==> src/sv/cpi_pkg.sv <==
// cpi_pkg: shared constants for the circle pair intersection block.
// No dependencies; imported by the multiplier, divider cell and top level.
package cpi_pkg;

  localparam int DIGIT_W = 16;
  localparam int LANES   = 4;

  localparam int LANE_FX = 0;
  localparam int LANE_FY = 1;
  localparam int LANE_SX = 2;
  localparam int LANE_SY = 3;

endpackage

==> src/sv/cpi_mul.sv <==
// cpi_mul: pipelined unsigned multiplier, one DIGIT_W-bit digit of b per stage.
// Depends on cpi_pkg.
module cpi_mul #(
  parameter int AW = 8,
  parameter int BW = 8
) (
  input  logic             clk,
  input  logic             en,
  input  logic [AW-1:0]    a,
  input  logic [BW-1:0]    b,
  output logic [AW+BW-1:0] p
);
  import cpi_pkg::*;

  localparam int NS   = (BW + DIGIT_W - 1) / DIGIT_W;
  localparam int BPW  = NS * DIGIT_W;
  localparam int ACCW = AW + BPW;

  logic [AW-1:0]   a_pipe [NS];
  logic [BPW-1:0]  b_pipe [NS];
  logic [ACCW-1:0] acc    [NS];

  assign a_pipe[0] = a;
  assign b_pipe[0] = BPW'(b);

  for (genvar s = 0; s < NS; s++) begin : g_stage
    logic [AW+DIGIT_W-1:0] part;
    logic [ACCW-1:0]       prev;

    assign part = a_pipe[s] * b_pipe[s][s*DIGIT_W +: DIGIT_W];

    if (s == 0) begin : g_first
      assign prev = '0;
    end else begin : g_next
      assign prev = acc[s-1];
    end

    always_ff @(posedge clk) begin
      if (en) begin
        acc[s] <= prev + (ACCW'(part) << (s * DIGIT_W));
      end
    end

    if (s < NS - 1) begin : g_fwd
      always_ff @(posedge clk) begin
        if (en) begin
          a_pipe[s+1] <= a_pipe[s];
          b_pipe[s+1] <= b_pipe[s];
        end
      end
    end
  end

  assign p = acc[NS-1][AW+BW-1:0];

endmodule

==> config.mk <==
export PLATFORM = sky130hd
export DESIGN_NAME = cpi_mul
export DESIGN_NICKNAME = d
export VERILOG_FILES = /design/src/sv/cpi_pkg.sv /design/src/sv/cpi_mul.sv
export SDC_FILE = /design/constraint.sdc
export NUM_CORES = 1
export LEC_CHECK = 0
export BUFFER_PORTS_ARGS = -buffer_cell sky130_fd_sc_hd__buf_2
export CORE_UTILIZATION = 30
export DETAILED_ROUTE_END_ITERATION = 10
export PLACE_DENSITY = 0.56
export SKIP_LAST_GASP = 1
export SYNTH_ARGS = -nofsm -noshare
export SYNTH_HDL_FRONTEND = slang
export SYNTH_SLANG_ARGS = --single-unit
==> constraint.sdc <==
create_clock -name clk -period 9.9 [get_ports clk]
set_input_delay 0.99 -clock clk [delete_from_list [all_inputs] [get_ports clk]]
set_output_delay 0.99 -clock clk [all_outputs]
set_load 0.005 [all_outputs]
* After elaboration in Yosys (flattened, before gate mapping) *
Memories as Yosys holds them, arrays and structs flattened.
Cells that the tools add are included.

storage, ports and cells
  register bits = 0
  RAM bits = 16
  input bits = 18
  memories kept = 1

operators by class
  multiply operators = 1
  mux-type cells = 2

memory list
  memory  words  bits a word  rd ports  clocked after Yosys merged registers in  write ports  RTL line       RTL
  acc     1      16           1         0                                        1            cpi_mul.sv:21  logic [ACCW-1:0] acc [NS];

operators by type and width
  kind                                          count
  8-bit by 8-bit multiplier with 16-bit output  1
  1-bit two-way mux                             2

* Depth between registers and ports, before layout *
  depth after elaboration = 2
  gate-level depth with buffers = 15
  mapped depth without buffers = 15

* Worst setup path before layout *
Ideal clock, no wire load.

  path kind = in2reg
  start point = input port b[4]
  end point = memory acc[0][11] in the netlist's numbering, data pin
  library setup time = 0.259 ns
  arrival time = 4.435 ns
  setup slack = 5.206 ns
  cell stages on the path = 15
  path buffers = 0
  cell sequence = and2_1 > fa_1 > inv_1 > fa_1 > inv_1 > fa_1 > inv_1 > fa_1 > inv_1 > ha_1 > and2_4 > a221oi_2 > nand2_1 > a31oi_1 > xnor2_1

on the way
  word-level cells in the longest chain between the ends = 1

RTL lines
  what                                          RTL line       RTL
  from (decl)                                   cpi_mul.sv:10  input logic [BW-1:0] b,
  8-bit by 8-bit multiplier with 16-bit output  cpi_mul.sv:30  assign part = a_pipe[s] * b_pipe[s][s*DIGIT_W +: DIGIT_W];
  via g_stage[0].part[11]                       cpi_mul.sv:27  logic [AW+DIGIT_W-1:0] part;
  to (decl)                                     cpi_mul.sv:21

The timed path passes the listed nets, and every way through them passes these cells.

* Worst setup path after layout *
Ends and elaborated chain as after synthesis.

==> impl_metrics.ini <==
[status]
status = finished clean

[clock_network]
post_cts_buffers = 0
clkSinkCount = 16
h-tree-depth = 1
ctsHoldBuffers = 0
clockBufferDepth = 2
clk_pin_slew_worst_paths_ps = 60
cts_made_buffers = 3
ctsResizeCount = 0
clock-root-buffer = clkbuf_8
cts_tree = yes

[cells_and_area]
largest_reg_flops = 16
regMostFlops = acc
drive_gt1_share_pct = 13.9
diodes = 0
top_regs = acc (16)
finalNetCount = 387
area_delta_synth_final_pct = 13.1

[job]
maxCapViolCount = 0

[detailed_routing]
wirelength_mm = 5.01
drc = 0
wl_per_cell_um = 12.5
vias_per_cell = 4.64
drt_iter0_drc = 72
routed-via-count = 1856
ant_nets = 0
first_pass_iters = 4

[setup_path]
startpoint_type = primary input
crit_end = acc[0][11]
crit_start = b[4]
crit_arrival_ps = 4760
crit_fanout = 8
worst-setup-path-type = in -> reg
cp.required_ps = 9900
end_kind = flip-flop

[synth]
synthCells = 259
dominantRegCellSynth = edfxtp_1
async_reset_ff_share_pct = 0
syn_avg_cell_area_um2 = 9.99
synth_cell_types = 29
synth_edf_count = 16
synth_area_mm2 = 0.00259
ys_seq_area_share_pct = 18.6
synth.net_count = 349
synth_warnings = 0
ys_ff_latch = 16

[global_route]
grt_overflow = 0
grt_max_degree = 17
grt_pass1_wl_mm = 8.56
first_global_vias = 1834
antenna_found_initial = 0
grt_use_total_pct = 12.2

[timing]
worst_slew_margin_rel_pct = 71.7
setup_tns_ps = 0
setup_violations = 0
fin_ws_ps = 5130
rsz0062_at_grt = no
slew_violations = 0
period_share_pct = 48.1
hold_violations = 0
clock.fmax_mhz = 210
worst_pin_slew_ps = 419
period_minus_slack_ps = 4770

[die]
fp.dieW_um = 94.9
core-area_mm2 = 0.00830
ioPinCount = 34
placementRows = 33
die-area_mm2 = 0.00900
die_h_um = 94.9
start_util_pct = 31.2

[place]
dp_hpwl_mm = 4.21
port_buffers = 33
dp_slack_ps = 4850
gp_congestion = 0.833

[pwr]
powerDensity_mw_per_mm2 = 181
p_leak_nw = 1.48
peakVddDrop_v = 0.0000721

[worst_hold_path]
holdPathStages = 2
hp-class = in -> reg
## worst min path at each step
stage	startpoint	endpoint	slack [ps]
global placement	acc[0][2]	p[2]	1380
finish	b[0]	acc[0][0]	1130
floorplan	en	acc[0][0]	1100
global route	b[0]	acc[0][0]	1160
detailed placement	acc[0][0]	p[0]	1380
CTS	b[0]	acc[0][0]	1130
## stage by stage
stage          instances  utilization, %  hold WS (ps)  power, W  cell area [um2]
3_5_place_dp         397            34.8          1380  0.000492             2880
2_1_floorplan        259               -          1100  0.000401             2590
4_1_cts              400            35.2          1130  0.000544             2930
6_report             400            35.2          1130  0.000531             2930
5_1_grt              400            35.2          1160  0.000597             2930
3_3_place_gp         397            34.8          1380  0.000490             2880
## placed cells by master, fill, tap and decap left out, drive strengths merged, types with 4 or more instances in the layout
master  count
and2       48
nor2        6
xor2        4
buf        33
a21oi       5
xnor2       7
o21a        4
edfxtp     16
inv        49
fa         36
nand2      23
ha         36
## final cells by class
class / instances / area [um2]
fill: 865 / 5370
multi-input combinational: 194 / 1920
sequential: 16 / 480
inverter: 49 / 184
timing repair buffer: 33 / 165
tap: 105 / 131
clock buffer: 3 / 41.3
## power by group
part / switching (W) / internal [W] / leakage (nW) / total, W
Combinational: 0.000190 / 0.000169 / 1.30 / 0.000359
Sequential: 0.00000562 / 0.000117 / 0.156 / 0.000123
Clock: 0.0000216 / 0.0000270 / 0.0216 / 0.0000486
## logic make-up (layout without fill, tap and decap cells)
| logic type | count (synthesis) | count (layout) | share of synthesized area, % |
|---|---|---|---|
| AND/OR/NAND/NOR | 88 | 88 | 18.7 |
| adder cells (fa/ha/maj) | 72 | 72 | 45.3 |
| buffers and inverters | 49 | 85 | 7.11 |
| AO/OA/AOI/OAI | 23 | 23 | 6.62 |
| flip-flops | 16 | 16 | 18.6 |
| XOR/XNOR | 11 | 11 | 3.72 |
## Yosys cell counts, types with 2 or more instances
cell,count,area share [%]
a211o_1,3,1.0
a21oi_1,5,0.97
and2_1,47,11
and3_1,3,0.73
edfxtp_1,16,19
fa_1,36,28
ha_1,36,17
inv_1,49,7.1
nand2_1,23,3.3
nor2_1,6,0.87
nor2b_1,2,0.48
nor3_1,2,0.39
o211ai_1,2,0.58
o21a_1,4,1.2
o21ai_1,2,0.39
xnor2_1,7,2.4
xor2_1,4,1.4
## worst max-delay path: stages
cell      delay, ps
buf_2           140
and2_1          180
fa_1            530
inv_1            50
fa_1            470
inv_1            60
fa_1            530
inv_1            50
fa_1            530
inv_1            40
ha_1            340
and2_4          160
a221oi_2        270
nand2_1         120
a31oi_1         210
xnor2_1          80
## routing by layer
metal	track usage (%)	vias to the layer above	wire [um]
met5	0	-	0
met4	1.52	0	20
met3	2.17	4	140
met2	20.8	24	2510
met1	16.6	927	2340
li1	-	901	-
Note: power is estimated with default switching activity, not from simulation.
