$ cat config.mk
export PLATFORM = sky130hd
export DESIGN_NAME = cpi_sqrt_cell
export DESIGN_NICKNAME = d
export VERILOG_FILES = /design/src/sv/cpi_sqrt_cell.sv
export SDC_FILE = /design/constraint.sdc
export NUM_CORES = 1
export LEC_CHECK = 0
export ABC_AREA = 1
export BUFFER_PORTS_ARGS = -buffer_cell sky130_fd_sc_hd__buf_2
export CAP_MARGIN = 20
export CORE_AREA = 3 3 60 62
export CTS_BUF_LIST = sky130_fd_sc_hd__clkbuf_4
export CTS_CLUSTER_DIAMETER = 100
export DETAILED_ROUTE_END_ITERATION = 16
export DIE_AREA = 0 0 63 65
export GPL_TIMING_DRIVEN = 0
export PLACE_DENSITY_LB_ADDON = 0.25
export SETUP_SLACK_MARGIN = 0.5
export SLEW_MARGIN = 15
export SYNTH_ARGS = -nofsm -noshare
export SYNTH_HDL_FRONTEND = slang
export SYNTH_SLANG_ARGS = --single-unit
$ cat constraint.sdc
create_clock -name clk -period 1.7 [get_ports clk]
set_clock_uncertainty 0.05 [all_clocks]
set_input_delay 0.085 -clock clk [delete_from_list [all_inputs] [get_ports clk]]
set_output_delay 0.085 -clock clk [all_outputs]
set_load 0.02 [all_outputs]
$ cat src/sv/cpi_sqrt_cell.sv
// cpi_sqrt_cell: one root bit of a restoring integer square root.
// No dependencies; chained RW times in the top level.
module cpi_sqrt_cell #(
  parameter int RW = 8
) (
  input  logic            clk,
  input  logic            en,
  input  logic [RW-1:0]   rem_in,
  input  logic [RW-1:0]   root_in,
  input  logic [2*RW-1:0] rad_in,
  output logic [RW-1:0]   rem_out,
  output logic [RW-1:0]   root_out,
  output logic [2*RW-1:0] rad_out
);
  logic [RW+1:0] rem_t;
  logic [RW+1:0] trial;
  logic [RW+1:0] diff;
  logic          ge;

  assign rem_t = {rem_in, rad_in[2*RW-1 -: 2]};
  assign trial = {root_in, 2'b01};
  assign diff  = rem_t - trial;
  assign ge    = rem_t >= trial;

  always_ff @(posedge clk) begin
    if (en) begin
      rem_out  <= ge ? diff[RW-1:0] : rem_t[RW-1:0];
      root_out <= {root_in[RW-2:0], ge};
      rad_out  <= {rad_in[2*RW-3:0], 2'b00};
    end
  end

endmodule

* Word-level counts from Yosys, hierarchy flattened
Cells that the tools add are included.
Storage, ports and cells: ROM bits 0, latch bits 0, RAM bits 0, bits in registers 30, memories kept 0
Cells by class: add/subtract/negate cells 1, mux-type cells 1, reduce and logical (&&, ||, !) cells 0, $lt $le $gt $ge 1, multiply operators 0, bitwise gates (word level) 0, divide/modulo/power cells 0, shift operators 0, equality and inequality tests 0
Operators with widths (count):
- $ge 10x10->1 | 1
- $mux 8 | 1
- $sub 8x8->8 | 1

* Longest topological paths before layout
word-level depth 2, gate-level depth with buffers 10

* Least setup slack after synthesis
Ideal clock, no wire load.
kind input-to-reg, from input root_in[1], to register rem_out[5] (data pin), arrival time 1.079 ns, setup time 0.252 ns, slack 0.318 ns, stages on the path 10, required time 1.398 ns, buffers on the path 0, cell sequence inv_1 > ha_1 > nand2_1 > inv_1 > nand2_1 > nor2_2 > nor2_4 > nand2_8 > nand2_1 > nand2_1
On the way: longest elaborated chain between the ends 2, elaborated cells on any way between the ends 3, classes of those cells 1 x add/sub; 1 x order compare; 1 x mux
RTL lines:
- start: declaration | line 9 | input logic [RW-1:0] root_in,
- $ge 10x10->1 | line 23 | assign ge = rem_t >= trial;
- via ge | line 18 | logic ge;
- $mux 8 | line 27 | rem_out <= ge ? diff[RW-1:0] : rem_t[RW-1:0];
- end signal: assignment | line 27
- end: declaration | line 11 | output logic [RW-1:0] rem_out,
The timed path passes the listed nets, and every way through them passes these cells. A chain may end at the register's enable or synchronous reset.

* Worst setup path in the final report
from input rem_in[2], to register rem_out[5] (data pin)
On the way: longest elaborated chain between the ends 2, elaborated cells on any way between the ends 3, classes of those cells 1 x add/sub; 1 x order compare; 1 x mux
RTL lines:
- start: declaration | line 8 | input logic [RW-1:0] rem_in,
- $ge 10x10->1 | line 23
- via ge | line 18
- $mux 8 | line 27
The timed path passes the listed nets, and every way through them passes these cells.

==> impl_metrics.py <==
metrics = {
    "synth": {
        "synth_top_area_share_pct": 59.90,
        "synth-seq-cells": 30,
        "yosysUniqueCellTypes": 18,
        "synth-seq-area-share_pct": 59.90,
        "yosysTopAreaCell": "edfxtp_1",
        "synthesis.area_mm2": 0.001504,
        "synth_cells": 142,
        "yosys-top-cells-area": "edfxtp_1 60%, nand2_1 11%, ha_1 8.3%",
        "yosys_warnings": 0,
        "syn_area_per_cell_um2": 10.59,
    },
    "clock_tree": {
        "h-tree-depth": 2,
        "cts_sinks": 30,
        "cts_tree": "yes",
        "cts_made_buffers": 5,
        "clockBufferDepth": 2,
        "root_buffer": "clkbuf_4",
        "clk_pin_slew_ps": 100,
    },
    "timing": {
        "worstMarginPinSlew_ps": 640.1,
        "setup_viol": 0,
        "grt_setup_unrepaired": "true",
        "max_slew_margin_pct": 57.33,
        "post-route-period-util_pct": 70.14,
        "fmaxAchievable_ghz": 0.8387,
        "finalSetupTns_ps": 0,
        "slew_violations": 0,
        "holdWs_ps": 43.82,
        "period_minus_slack_ps": 1192,
        "hold_viol": 0,
    },
    "detailed_routing": {
        "drc": 0,
        "wl_per_cell_um": 15.33,
        "drtAntennaViolNets": 0,
        "drt_iter0_markers": 75,
        "dr.pass1.iters": 4,
        "drt-total-wl_um": 4400,
        "via_count": 1394,
        "via_per_inst": 4.857,
    },
    "grt": {
        "grtUsageTotal_pct": 20.82,
        "overflow": 0,
        "grt_max_degree": 31,
        "grt_pass1_vias": 1328,
        "grt_pass1_wl_um": 6499,
        "antenna_found_initial": 0,
    },
    "final_layout": {
        "drive_gt1_share_pct": 51.44,
        "design_area_mm2": 0.002477,
        "post_layout_nonfiller_instances": 287,
        "n_antenna_cell": 0,
        "syn_to_final_growth_pct": 64.73,
        "utilization_pct": 80.49,
        "fin_nets": 286,
    },
    "worst_setup_path": {
        "cp_data_arrival_time_ps": 1230,
        "critical_path.max_fanout": 6,
        "crit_type": "in2reg",
        "end_kind": "register",
        "cp-start-kind": "primary input",
        "crit_required_ps": 1740,
    },
    "die": {
        "die_y_um": 65,
        "die-area_mm2": 0.004095,
        "io_pins": 66,
        "rows": 20,
        "core_area_mm2": 0.003078,
        "start_util_pct": 48.86,
        "die_x_um": 63,
    },
    "placement": {
        "port_buffers": 63,
        "placed_cell_area_mm2": 0.002021,
        "dp_hpwl_um": 2366,
        "dp_cells": 250,
        "globalplace.congestion": 0.7744,
    },
    "flow_run": {
        "cap_violations": 0,
    },
    "power": {
        "p_int_mw": 1.329,
        "power_per_cell_area_mw_per_mm2": 787.9,
        "irDropWorstVdd_v": 0.0004453,
        "combPwrFrac_pct": 31.5,
        "leakagePower_nw": 1.166,
        "sw_frac_of_total_pct": 31.92,
        "switching_power_mw": 0.6232,
        "p_clk_share_pct": 21.5,
        "p_seq_share_pct": 47.0,
    },
    "status": {
        "status": "complete, no violations",
    },
    "min_path": {
        "min_path_type": "in2reg",
    },
}
[layout make-up]
| class | instances | area (um^2) |
|---|---|---|
| Sequential cell | 30 | 900.9 |
| Multi-Input combinational cell | 90 | 708.2 |
| Timing Repair Buffer | 89 | 631.9 |
| Fill cell | 171 | 600.6 |
| Inverter | 24 | 112.6 |
| Tap cell | 44 | 55.05 |
| Clock buffer | 6 | 45.04 |
| Buffer | 2 | 15.01 |
| Clock inverter | 2 | 8.758 |
[metrics by stage]
stage	setup WS, ps	power [mW]
2_1_floorplan	434.3	1.240
3_3_place_gp	100.6	1.392
3_5_place_dp	63.97	1.405
4_1_cts	542.2	1.836
5_1_grt	482.1	2.045
6_report	507.7	1.952
[logic make-up after synthesis]
logic type,Yosys count,share of synthesized area [%]
DFF,30,59.90
and+or+nand+nor,68,21.46
AOI/OAI and AO/OA,4,1.331
other,1,0.2493
adders and majority gates,10,8.319
xor gates and xnor gates,3,1.747
buffers and inverters,26,6.988
[repair_timing]
item                                    4_1_cts  5_1_grt
hold buffers                                 21        0
pin swaps                                     1       17
endpoints found under the setup margin        8        8
gates cloned                                  1        2
hold endpoints to repair                     21        0
buffers inserted                              0        5
resized for setup                             1       39
[flip-flops by register name (all words and copies together), names as in the netlist]
name      count
rad_out      14
rem_out       8
root_out      8
[worst paths after layout]
path / slack, ps / depth (start not counted) / endpoint / start
worst max-delay path: 510 / 10 / rem_out[5]$_DFFE_PP_ / rem_in[2]
worst min-delay path: 40 / 3 / rem_out[2]$_DFFE_PP_ / rem_in[0]
[metal layers]
layer,share of wire [%],GRT usage (%)
met4,3.4,9.366
met5,0,0
met3,5.3,3.293
met1,39,24.16
met2,52,37.68
[worst max-delay path, cell delays in order]
cell and delay, ps:
buf_8 100, ha_4 260, nand2_4 70, inv_2 40
nand2_2 80, nor2_4 60, nor2_4 270, nand2_8 120
nand2_4 90, nand2_2 50
[placed cells by master (no fill, tap or decap), types with 3 or more instances in the layout]
cell type / n
dlygate4sd3_1: 21
clkbuf_4: 6
nand2_4: 5
nand3_1: 11
nand2_1: 30
inv_1: 13
inv_2: 6
nor2_2: 3
buf_4: 9
inv_4: 4
edfxtp_1: 30
nand2_2: 14
ha_4: 8
buf_6: 7
buf_2: 52
[Yosys cell counts, drive strengths merged]
| master | instances |
|---|---|
| nor2 | 6 |
| nand2 | 48 |
| nand3 | 13 |
| nand4 | 1 |
| inv | 24 |
| xnor2 | 2 |
| a21oi | 4 |
| buf | 2 |
| conb | 1 |
| edfxtp | 30 |
| xor2 | 1 |
| ha | 10 |
[power groups by stage]
stage / Sequential [mW] / Combinational, mW / Clock (mW)
2_1_floorplan: 1.03 / 0.213 / 0
3_3_place_gp: 0.928 / 0.465 / 0
3_5_place_dp: 0.930 / 0.474 / 0
4_1_cts: 0.914 / 0.518 / 0.404
5_1_grt: 0.924 / 0.660 / 0.461
6_report: 0.918 / 0.615 / 0.420
Power figures use the tool's default switching activity.
