===== config.mk =====
export PLATFORM = sky130hd
export DESIGN_NAME = cpi_div_cell
export DESIGN_NICKNAME = d
export VERILOG_FILES = /design/src/sv/cpi_pkg.sv /design/src/sv/cpi_div_cell.sv
export SDC_FILE = /design/constraint.sdc
export NUM_CORES = 1
export LEC_CHECK = 0
export BUFFER_PORTS_ARGS = -buffer_cell sky130_fd_sc_hd__buf_2
export CORE_AREA = 2 2 99 101
export DETAILED_ROUTE_END_ITERATION = 10
export DIE_AREA = 0 0 101 103
export PLACE_DENSITY = 0.77
export SLEW_MARGIN = 30
export SYNTH_ARGS = -nofsm -noshare
export SYNTH_HDL_FRONTEND = slang
export SYNTH_SLANG_ARGS = --single-unit

===== constraint.sdc =====
create_clock -name clk -period 2.5 [get_ports clk]
set_input_delay 0.5 -clock clk [delete_from_list [all_inputs] [get_ports clk]]
set_output_delay 0.5 -clock clk [all_outputs]
set_load 0.1 [all_outputs]

===== src/sv/cpi_pkg.sv =====
// cpi_pkg: shared constants for the circle pair intersection block.
// No dependencies; imported by the multiplier, divider cell and top level.
package cpi_pkg;

  localparam int DIGIT_W = 16;
  localparam int LANES   = 4;

  localparam int LANE_FX = 0;
  localparam int LANE_FY = 1;
  localparam int LANE_SX = 2;
  localparam int LANE_SY = 3;

endpackage


===== src/sv/cpi_div_cell.sv =====
// cpi_div_cell: one quotient bit of a restoring division, all lanes sharing a divisor.
// Depends on cpi_pkg; chained QW times in the top level.
module cpi_div_cell #(
  parameter int DNW = 8,
  parameter int QW  = 8
) (
  input  logic                                clk,
  input  logic                                en,
  input  logic [DNW-1:0]                      den_in,
  input  logic [cpi_pkg::LANES-1:0][DNW-1:0]  rem_in,
  input  logic [cpi_pkg::LANES-1:0][QW-1:0]   nq_in,
  output logic [DNW-1:0]                      den_out,
  output logic [cpi_pkg::LANES-1:0][DNW-1:0]  rem_out,
  output logic [cpi_pkg::LANES-1:0][QW-1:0]   nq_out
);
  import cpi_pkg::*;

  logic [LANES-1:0][DNW:0] rem_t;
  logic [LANES-1:0][DNW:0] diff;
  logic [LANES-1:0]        ge;

  always_comb begin
    for (int l = 0; l < LANES; l++) begin
      rem_t[l] = {rem_in[l], nq_in[l][QW-1]};
      diff[l]  = rem_t[l] - {1'b0, den_in};
      ge[l]    = rem_t[l] >= {1'b0, den_in};
    end
  end

  always_ff @(posedge clk) begin
    if (en) begin
      den_out <= den_in;
      for (int l = 0; l < LANES; l++) begin
        rem_out[l] <= ge[l] ? diff[l][DNW-1:0] : rem_t[l][DNW-1:0];
        nq_out[l]  <= {nq_in[l][QW-2:0], ge[l]};
      end
    end
  end

endmodule


Word level (Yosys, flattened, before mapping)
Cells that the tools add are included.
Widths: inputs -> output; s select.
{"block": "totals", "in_bits": 74, "mem_bits_ro": 0, "out_inout_bits": 72, "mem_bits_rw": 0, "n_memories": 0, "wordCells": 21, "latchBits": 0, "regBits": 72}
{"block": "classes", "shifts": 0, "bitwise": 0, "add_sub_neg": 4, "magnitude_cmp": 4, "n_reduce_logical": 0, "mul": 0, "n_mux": 4, "eq_ne": 0, "n_div": 0}
{"operator": "$ge 9x8->1", "n": 4}
{"operator": "$mux 8", "n": 4}
{"operator": "$sub 8x8->8", "n": 4}

Logic depth before layout (Yosys ltp)
{"block": "depth", "word_depth": 2, "ltp_mapped": 9, "depth_no_buf": 8}

Worst setup path after synthesis
No wires, ideal clock.
{"block": "synth_timing", "path_type": "input -> register", "from": "input port den_in[6]", "to": "register rem_out[10] (netlist bit) (data pin)", "stages": 7, "required_time_ns": 2.240, "arrival_time_ns": 2.083, "setup_time_ns": 0.260, "path_slack_ns": 0.156, "path_buffers": 1, "cell_sequence": "inv_1 ha_1 a21o_1 a2111oi_2 o21a_1 buf_6 mux2_4"}
{"block": "synth_via", "elab_chain_cells": 2}
{"item": "from (decl)", "line_no": "cpi_div_cell.sv:9", "rtl": "input logic [DNW-1:0] den_in,"}
{"item": "$ge 9x8->1", "line_no": "cpi_div_cell.sv:26", "rtl": "ge[l] = rem_t[l] >= {1'b0, den_in};"}
{"item": "$mux 8", "line_no": "cpi_div_cell.sv:34", "rtl": "rem_out[l] <= ge[l] ? diff[l][DNW-1:0] : rem_t[l][DNW-1:0];"}
{"item": "to (signal, indexed assignment)", "line_no": "cpi_div_cell.sv:34"}
{"item": "to (decl)", "line_no": "cpi_div_cell.sv:13", "rtl": "output logic [cpi_pkg::LANES-1:0][DNW-1:0] rem_out,"}
No other way between the ends.
A chain may end at the register's enable or synchronous reset.

Worst setup path in the final report
{"block": "layout_timing", "from": "input port den_in[2]", "to": "register rem_out[18] (netlist bit) (data pin)"}
{"block": "layout_via", "elab_chain_cells": 2, "elab_cells_between_ends": 3, "cone_classes": "add/sub (1); order compare (1); mux (1)"}
{"item": "$sub 8x8->8 or $ge 9x8->1 (tied branches)", "line_no": "cpi_div_cell.sv:25, cpi_div_cell.sv:26"}
{"item": "$mux 8 *", "line_no": "cpi_div_cell.sv:34"}
Mark *: on every way between the ends. The rest lies on a longest branch, timed or not.

==> results list <==
- The run finished with clean final reports.
- For the worst setup path, the data required time is approximately 2.6 ns.
- Setup violations remaining at the end of the flow were counted as 0.
- For this run, the number of Yosys warnings is 0.
- After synthesis, the share of flip-flops with an asynchronous set or reset is 0.
* Seq cells post-synth: 72
- Filler-free cell count of the finished design: 645
- Across the whole layout, storage elements account for 2160 µm².
- Dominant cell type by area after synthesis: edfxtp_1
- Ports: about 150
* Final hold slack: about 0.33 ns
* Maxcap violations: 0
* Clock-pin slew reported for the worst setup and hold paths after clock tree synthesis: 0.07 ns
* Post-synthesis sequential area ratio: 0.516
- Worst EP arrival: 2.36 ns
- Fill cells in the final layout number around 770.
- Area growth from synthesis to layout: 35.8%
- Root buffer selected by CTS: clkbuf_8
- The most used flip-flop cell after synthesis is edfxtp_1.
- Number of rows created at floorplan: 36
- The floorplan step set the die height to ~100 µm.
- After detailed routing, the total wire length is 10.4 mm.
* GPL Wtd Cong: 0.897
* DRC violations left: 0
- The share of synthesized area in the top cell type comes to 0.516.
* Most frequent standard cell in the layout excluding fill and tap cells: buf_2
- Worst slew slack as a fraction of its limit: 0.669
- Startpoint Class: input port
- The initial antenna violation count came to 0.
- Maximum number of buffers from clock root to sink: 2
- Of the available clock period, the critical path in the final layout requires 0.907.
* Setup Buffers After CTS: 0
- The worst setup path is captured at a register.
* TritonCTS Buffers: 9
- TritonCTS built the clock tree.
* RSZ-0062 raised after global routing: false
- For this run, the top clock speed supported by timing is 0.441 GHz.
- Synth Area per Inst: 13.3 µm²
* Area of the die: 10400 µm²
- Measured along the x axis, the die boundary spans 101 µm.
- After detailed routing, the number of vias per cell comes to 5.27.
- H-Tree Depth: 3
- Post-synth cell types: 42
* ANT nets after route: 0
* Core box area: 9460 µm²
* Setup TNS Final: 0 ns
* Hold buffer count at cts: 0
* Final number of hold-violating endpoints: 0
- Number of clock sinks: slightly above 70
* Launch point of the worst hold path: nq_in[27]
* Port Buf Inserts: roughly 150
* Area of the multi-input gates: 1870 µm²
- Global-route wire length before repair: 15.7 mm
- In this run the static leakage power is 2.65 nW.
* Number of stages on the worst hold path: 1
- In the layout the commonest cells are buf_2, edfxtp_1, buf_4.
* Type of the tightest min-delay check: in2reg
- Post-synthesis instance total: between 300 and 400
* Count of flip-flops with a built-in enable after synthesis: 72
- 1st-iter DRT viols: 55
- Proportion of layout cells with a drive suffix above 1: 0.484
- The critical path is of the in2reg type.
- For this run, the total global-route usage over all layers was measured as 0.198.
- Initial Util: 0.443
- Worst-path maximum fanout: 7
- Diode insertion count for antenna repair: 0
- The cell area that synthesis handed to floorplanning was 4190 µm².
* DR WL/cell: 16.1 µm
* Fin. max-slew vios: 0
- VDD IR max: 322 µV
* Transition at the pin with the smallest max-transition slack: 0.499 ns
- Cells taking the most area after synthesis: edfxtp_1, ha_1, mux2_4, inv_1, xnor2_1
- Global routing finished with a remaining overflow of 0.
- Total power per unit cell area: 740 nW/µm²
- Syn_nets: 425
- Minimum period implied by the final worst setup slack: roughly 2.3 ns
- Summing over every cut layer, the via total after detailed routing is 3402.
- Hold EP: nq_out[28]
- Summed over all nets, the half-perimeter wirelength after detailed placement is 8.36 mm.
* Cells resized by post-CTS repair: 0
* Largest net degree at the start of global routing: 73
- In this run, placement finished with an instance count of 629.
* Nets@finish: 636
- The number of global-route vias before repair was 3371.
* First-pass iteration count of the detailed router: 4
==> worst max-delay path by stage <==
stage          slack [ns]       from          end  cells after the start
2_1_floorplan        0.16  den_in[6]  rem_out[10]                      7
3_3_place_gp         -0.1  den_in[2]  rem_out[18]                      9
3_5_place_dp        -0.15  den_in[2]  rem_out[18]                      9
4_1_cts              0.22  den_in[2]  rem_out[18]                      9
5_1_grt               0.1  den_in[6]  rem_out[13]                      8
6_report             0.23  den_in[2]  rem_out[18]                      9
==> cells in the mapped netlist (all sizes together) (2+ instances only) <==
| cell | instances |
|---|---|
| edfxtp | 72 |
| clkbuf | 2 |
| nor2b | 4 |
| ha | 32 |
| and3 | 2 |
| a2111oi | 3 |
| a21o | 12 |
| a31oi | 2 |
| nand3 | 8 |
| nor4 | 4 |
| buf | 6 |
| fa | 4 |
| xnor2 | 11 |
| nand2 | 5 |
| o21a | 7 |
| a311o | 4 |
| o31a | 4 |
| a211o | 5 |
| o311a | 3 |
| nor3b | 2 |
| inv | 26 |
| a211oi | 7 |
| nor2 | 15 |
| nand2b | 6 |
| a21oi | 11 |
| mux2 | 23 |
| o21ai | 9 |
| mux2i | 8 |
| nor3 | 12 |
==> kinds of logic after synthesis <==
kind of cell,synth area share
AOI/OAI and AO/OA,0.136
DFF,0.516
and+or+nand+nor,0.0725
adders and majority gates,0.115
buffers and inverters,0.0388
muxes,0.0970
xor gates and xnor gates,0.0251
==> per-layer routing <==
| metal | up-vias | part of all wire | wire length, µm | GRT usage |
|---|---|---|---|---|
| met3 | 24 | 0.059 | 611 | 0.0373 |
| met5 | - | 0 | 0 | 0 |
| met2 | 130 | 0.52 | 5360 | 0.365 |
| met1 | 1615 | 0.39 | 4100 | 0.221 |
| li1 | 1633 | - | - | - |
| met4 | 0 | 0.031 | 321 | 0.0967 |
==> worst max-delay path: stages <==
cell and delay, ns:
buf_2 0.09, inv_1 0.14, buf_4 0.18, ha_1 0.21
a21o_1 0.20, a21oi_2 0.15, o21ai_1 0.11, a41oi_4 0.38
mux2_2 0.40
==> state kept, by name, summed over array words and instances (netlist names) <==
register	cells
nq_out	32
rem_out	32
den_out	8
==> where the power goes <==
part / internal (mW) / switching (mW)
Combinational: 0.525 / 1.38
Clock: 0.355 / 0.424
Sequential: 1.50 / 0.0336
==> per-stage QoR <==
| stage | utilization | setup slack [ns] | area, µm² | power, mW |
|---|---|---|---|---|
| 2_1_floorplan | - | 0.156 | 4190 | 3.02 |
| 3_3_place_gp | 0.585 | -0.0991 | 5530 | 3.43 |
| 3_5_place_dp | 0.585 | -0.148 | 5530 | 3.46 |
| 4_1_cts | 0.602 | 0.223 | 5700 | 4.23 |
| 5_1_grt | 0.602 | 0.0975 | 5700 | 4.37 |
| 6_report | 0.602 | 0.233 | 5700 | 4.21 |
==> final cells by class <==
| class | count | area share |
|---|---|---|
| flip-flops and latches | 72 | 0.380 |
| multi-input cells | 209 | 0.328 |
| repair buffers | 208 | 0.221 |
| well taps | 114 | 0.0250 |
| clock buffers | 10 | 0.0224 |
| inverters | 26 | 0.0171 |
| clock inverters | 6 | 0.00637 |
No activity file was read; power rests on OpenSTA's default activity.
